$ cat src/hw/rtl/cwk_pkg.sv
`timescale 1ns / 1ps
// shared types, constants and a helper function of the text console
// no dependencies

package cwk_pkg;

  localparam int SCREEN_WIDTH  = 80;
  localparam int SCREEN_HEIGHT = 25;
  localparam int SPACE_COUNT   = 10;

  localparam int CELLS      = SCREEN_WIDTH * SCREEN_HEIGHT;
  localparam int DIGIT_CELL = 40;

  // field widths of the transactions
  localparam int OP_W   = 3;
  localparam int CHAR_W = 8;
  localparam int COL_W  = 7;
  localparam int ROW_W  = 5;
  localparam int SPC_W  = 4;
  localparam int CELL_W = 16;

  localparam int CELL_AW   = $clog2(CELLS);
  localparam int SAVED_AW  = $clog2(SPACE_COUNT * CELLS);
  localparam int SPC_IDX_W = (SPACE_COUNT > 1) ? $clog2(SPACE_COUNT) : 1;

  localparam logic [CHAR_W-1:0] NEWLINE_CHAR   = 8'h0a;
  localparam logic [CHAR_W-1:0] BLANK_CHAR     = 8'h20;
  localparam logic [CHAR_W-1:0] ZERO_CHAR      = 8'h30;
  localparam logic [CHAR_W-1:0] DEFAULT_COLOUR = 8'h07;

  localparam logic [CELL_AW-1:0] LAST_CELL  = CELL_AW'(CELLS - 1);
  localparam logic [CELL_AW-1:0] ROW_STRIDE = CELL_AW'(SCREEN_WIDTH);
  localparam logic [CELL_AW-1:0] LAST_MOVE  = CELL_AW'((SCREEN_HEIGHT - 1) * SCREEN_WIDTH - 1);
  localparam logic [ROW_W-1:0]   LAST_ROW   = ROW_W'(SCREEN_HEIGHT - 1);
  localparam logic [ROW_W-1:0]   HOME_ROW   = ROW_W'(1);

  typedef enum logic [OP_W-1:0] {
    OP_PUT    = 3'd0,
    OP_COLOUR = 3'd1,
    OP_WRITE  = 3'd2,
    OP_SWITCH = 3'd3,
    OP_READ   = 3'd4
  } op_t;

  // cell address request and answer of the address unit
  typedef struct packed {
    logic [ROW_W-1:0] row;
    logic [COL_W-1:0] col;
  } agu_req_t;

  typedef struct packed {
    logic [CELL_AW-1:0] addr;
    logic               hit;
  } agu_rsp_t;

  // power-on content of a cell of a given workspace
  function automatic logic [CELL_W-1:0] init_cell(input logic [CELL_AW-1:0] idx,
                                                  input logic [SPC_W-1:0]   space);
    logic [CHAR_W-1:0] ch;
    ch = BLANK_CHAR;
    if (CELLS > DIGIT_CELL && idx == CELL_AW'(DIGIT_CELL)) begin
      ch = ZERO_CHAR + CHAR_W'(space);
    end
    return {DEFAULT_COLOUR, ch};
  endfunction

endpackage

$ cat src/hw/rtl/cwk_agu.sv
`timescale 1ns / 1ps
// cell address unit: row * width + column and the on-screen check
// depends on cwk_pkg

module cwk_agu (
  input  cwk_pkg::agu_req_t req,
  output cwk_pkg::agu_rsp_t rsp
);

  assign rsp.addr = cwk_pkg::CELL_AW'(req.row) * cwk_pkg::ROW_STRIDE
                  + cwk_pkg::CELL_AW'(req.col);
  assign rsp.hit  = ({1'b0, req.col} < (cwk_pkg::COL_W + 1)'(cwk_pkg::SCREEN_WIDTH))
                 && ({1'b0, req.row} < (cwk_pkg::ROW_W + 1)'(cwk_pkg::SCREEN_HEIGHT));

endmodule

$ cat config.mk
export PLATFORM = sky130hd
export DESIGN_NAME = cwk_agu
export DESIGN_NICKNAME = d
export VERILOG_FILES = /design/src/hw/rtl/cwk_pkg.sv /design/src/hw/rtl/cwk_agu.sv
export SDC_FILE = /design/constraint.sdc
export NUM_CORES = 1
export LEC_CHECK = 0
export BUFFER_PORTS_ARGS = -buffer_cell sky130_fd_sc_hd__buf_2
export CORE_AREA = 2 2 39 41
export DETAILED_ROUTE_END_ITERATION = 6
export DIE_AREA = 0 0 41 43
export GPL_TIMING_DRIVEN = 0
export PLACE_DENSITY = 0.55
export SETUP_SLACK_MARGIN = 0.4
export SLEW_MARGIN = 15
export SYNTH_ARGS = -nofsm -noshare
export SYNTH_HDL_FRONTEND = slang
export SYNTH_SLANG_ARGS = --single-unit
$ cat constraint.sdc
create_clock -name vclk -period 12.05
set_clock_uncertainty 0.2 [all_clocks]
set_input_delay 3.615 -clock vclk [all_inputs]
set_output_delay 3.615 -clock vclk [all_outputs]
set_load 0.01 [all_outputs]
==> results.yml, run 1 <==
timing:
  max_slew_margin_pct: 83.76
  rsz0062_at_grt: "false"
  fin_crit_ps: 9311
  final.setup.tns_ps: 0
  period_share_pct: 77.27
  hold_viol: 0
  finalSetupViolations: 0
  fmax_mhz: 107.4
  drv_slew: 0
  tightest_slew_ps: 240.5
  whs_ps: 7212
place:
  dp.cells: 70
  gp_congestion: 0.6209
  place_area_sq_um: 434.2
  port_buffers: 20
  place_hpwl_um: 563.9
cells_and_area:
  seq_cells: 0
  nNetsFinal: 79
  fin_cells: 70
  final_cell_mix: "20 x buf_2, 9 x ha_1, 4 x xnor2_1, 4 x buf_4"
  fin_area_sq_um: 434.2
  n_antenna_cell: 0
  areaGrowthSynthToFinish_pct: 38.25
  drive_gt1_share_pct: 44.44
  final_common_cell: "buf_2"
  finalCoreUtilization_pct: 31.37
  nFillCells: 154
  final.clkbuf_count: 0
  register_area_sq_um: 0
power:
  power_density_nw_per_um2: 62.24
  ir_drop_uv: 28.41
  p_leak_uw: 0.0002504
min_path:
  hold_path_class: "input port to primary output"
  whs_endpoint: "rsp[1]"
  min_from: "req[0]"
  whs_path_depth: 2
worst_setup_path:
  crit_type: "input port to primary output"
  crit_chain: "buf_2, ha_1, ha_1, fa_1, xor2_1, nand4_1, xnor2_1, xnor2_1, buf_2"
  cp_max_fo: 4
  start_kind: "input port"
  slowest_delay_ps: 380
  endpoint_kind: "primary output"
  arrival_ps: 5500
  crit_path_top_delay_cell: "fa_1"
  required_ps: 8230
grt:
  grt_max_degree: 5
  gr-total-overflow: 0
  grt_usage_pct: 7.100
  grt_pass1_wl_um: 945
  grt_antenna_before_repair: 0
  grt_pass1_vias: 245
yosys:
  syn_inst: 34
  syn_nets: 57
  ys_warn_count: 0
  synth_cell_types: 13
  synth_seq_area_share_pct: 0
  netlist_area_sq_um: 314.1
  syn_avg_cell_area_sq_um: 9.237
floorplanning:
  start_util_pct: 22.69
  coreArea_sq_um: 1384
  die_w_um: 41
  die-area_sq_um: 1763
  io_pins: 24
  die_h_um: 43
  fp-row-count: 14
clocking:
  hold_buffers: 0
  cts_resized: 0
  post_cts_buffers: 0
drt:
  drt_pass1_iterations: 2
  drcViolationCount: 0
  num_vias: 289
  vias_per_cell: 4.129
  wire_per_inst_um: 8.686
  drt_iter0_drc: 1
  detail-route-antenna-nets: 0
  finalWirelength_um: 608
job:
  drv_cap: 0
status:
  status: "finished, final reports clean"
## layout make-up
cell class / count / area [sq um] / area share, %
timing repair buffer: 20 / 100.1 / 23.05
tap: 16 / 20.02 / 4.611
buffer: 4 / 30.03 / 6.916
multi-input combinational: 30 / 284.0 / 65.42
## power by group
part / internal [uW] / switching (uW) / leakage, uW
combinational: 13.2 / 13.8 / 0.000250
sequential: 0 / 0 / 0
clock: 0 / 0 / 0
## critical path, delay by kind of cell
kind          cells  cell delay, ps
xor+xnor          3             590
simple gates      1             140
fa+ha+maj         3             890
buf+inv           2             270
## routing by layer
| metal | share of wire [%] | wire length (um) | vias up | GRT usage, % |
|---|---|---|---|---|
| met4 | 0 | 0 | 0 | 0 |
| met1 | 53 | 320 | 114 | 11.43 |
| met3 | 9.5 | 58 | 0 | 0 |
| met2 | 38 | 229 | 15 | 10.94 |
| met5 | 0 | 0 | - | 0 |
| li1 | - | - | 160 | - |
## stage by stage
stage / setup slack (ps) / total power (uW)
after global routing: 2591 / 31.05
final: 2739 / 27.02
after floorplan: 3055 / 17.88
after detailed placement: 2723 / 27.15
after global placement: 2742 / 27.13
after CTS: 2724 / 27.39
## cells by family after synthesis
kind of cell	after synthesis	share of synthesized area [%]
adder cells (fa/ha/maj)	11	48.61
AO/OA/AOI/OAI	7	14.74
XOR/XNOR	7	19.52
AND/OR/NAND/NOR	5	7.572
buffers and inverters	4	9.562
## synth_stat cells
library cell  n  share of area (%)
o21ai_0       1                1.6
nand4_1       1                2.0
fa_1          2                 13
a21o_1        3                7.2
ha_1          9                 36
o311ai_0      1                2.8
a21oi_1       2                3.2
xor2_1        3                8.4
nor2_1        1                1.2
buf_4         4                9.6
xnor2_1       4                 11
nand2_1       2                2.4
and2_1        1                2.0
## worst max path at each step
stage,startpoint,endpoint,slack (ps),cells after the start
global route,req[8],rsp[11],2590,9
finish,req[8],rsp[11],2740,9
floorplan,req[8],rsp[11],3050,7
global placement,req[8],rsp[11],2740,9
detailed placement,req[8],rsp[11],2720,9
CTS,req[8],rsp[11],2720,9
Power figures use the tool's default switching activity.
==> inputs of run 2 (changes only) <==
PLACE_DENSITY = 0.57   (was 0.55)
clock period = 7.5 ns   (was 12.05 ns; I/O delays follow)
==> run 2 against run 1 <==
- total power is 62% higher
- non-clock buffer count stayed put
- via count stayed put
==> results.yml, run 2 (synthesized netlist as in run 1, its figures left out) <==
cells_and_area:
  final.clkbuf_count: 0
  nFillCells: 152
  nNetsFinal: 79
  final_common_cell: "buf_2"
  final_cell_mix: "20 x buf_2, 9 x ha_1, 4 x xnor2_1, 4 x buf_4"
  register_area_sq_um: 0
  areaGrowthSynthToFinish_pct: 38.25
  drive_gt1_share_pct: 44.44
  seq_cells: 0
  fin_area_sq_um: 434.2
  n_antenna_cell: 0
  multi_input_area_sq_um: 284.0
  fin_cells: 70
grt:
  grt_util_met2_pct: 9.688
  grt_pass1_wl_um: 917
  grt_pass1_vias: 237
  use_met3_pct: 0
  grt_antenna_before_repair: 0
  grt_max_degree: 5
  gr-total-overflow: 0
  grt_usage_pct: 6.907
  grt_use_met1_pct: 12.10
  busiest_layer: "met1"
min_path:
  hold_path_class: "input port to primary output"
  whs_endpoint: "rsp[1]"
  whs_path_depth: 2
  min_from: "req[0]"
worst_setup_path:
  crit_path_top_delay_cell: "fa_1"
  crit_buf_inv: 2
  required_ps: 5050
  endpoint_kind: "primary output"
  crit_chain: "buf_2, ha_1, ha_1, fa_1, xor2_1, nand4_1, xnor2_1, xnor2_1, buf_2"
  start_kind: "input port"
  arrival_ps: 4130
  slowest_delay_ps: 380
  cp_max_fo: 4
  crit_type: "input port to primary output"
  crit_family: "adder cells"
floorplanning:
  io_pins: 24
  die-area_sq_um: 1763
  coreArea_sq_um: 1384
  die_w_um: 41
  die_h_um: 43
  start_util_pct: 22.69
  fp-row-count: 14
timing:
  layout_setup_ws_ps: 916.1
  fmax_mhz: 151.9
  period_share_pct: 87.79
  max_slew_margin_pct: 83.75
  finalSetupViolations: 0
  rsz0062_at_grt: "false"
  final.setup.tns_ps: 0
  tightest_slew_ps: 240.7
  hold_viol: 0
  fin_crit_ps: 6584
  drv_slew: 0
place:
  place_area_sq_um: 434.2
  dp.cells: 70
  port_buffers: 20
  gp_congestion: 0.6147
  preCtsSetupSlack_ps: 918.6
  place_hpwl_um: 568.9
clocking:
  post_cts_buffers: 0
  hold_buffers: 0
  cts_resized: 0
job:
  drv_cap: 0
drt:
  finalWirelength_um: 619
  drt_iter0_drc: 0
  num_vias: 289
  detail-route-antenna-nets: 0
  vias_per_cell: 4.129
  drcViolationCount: 0
  wire_per_inst_um: 8.843
  drt_pass1_iterations: 1
status:
  status: "finished, final reports clean"
power:
  totalPowerFinal_uw: 43.76
  p_leak_uw: 0.0002504
  ir_drop_uv: 45.28
  power_density_nw_per_um2: 100.8
-- run 2: cell counts in the layout (fill, tap and decap cells not counted) --
No cell type changed its count.
-- run 2: power breakdown --
part,total [uW],leakage [uW],switching [uW],internal [uW]
clock network,0,0,0,0
logic,43.8,0.000250,22.5,21.3
registers,0,0,0,0
-- run 2: worst max-delay path by stage --
| stage | from | to | slack, ps | cells after the start |
|---|---|---|---|---|
| 2_1_floorplan | req[8] | rsp[11] | 1230 | 7 |
| 3_3_place_gp | req[8] | rsp[11] | 930 | 9 |
| 3_5_place_dp | req[8] | rsp[11] | 920 | 9 |
| 4_1_cts | req[8] | rsp[11] | 910 | 9 |
| 5_1_grt | req[8] | rsp[11] | 790 | 9 |
| 6_report | req[8] | rsp[11] | 920 | 9 |
-- run 2: area by class of cell --
class              instances  area share [%]
plain buffers              4           6.916
multi-input cells         30           65.42
well taps                 16           4.611
repair buffers            20           23.05
-- run 2: stage by stage --
step	hold slack, ps	utilization (%)
global placement	4484	31.37
detailed placement	4484	31.37
global route	4487	31.37
finish	4482	31.37
CTS	4484	31.37
floorplan	4388	-
-- run 2: routing by layer --
layer | vias up | wire, um
met3 | 0 | 52
met5 | - | 0
met2 | 12 | 240
li1 | 158 | -
met4 | 0 | 0
met1 | 119 | 326
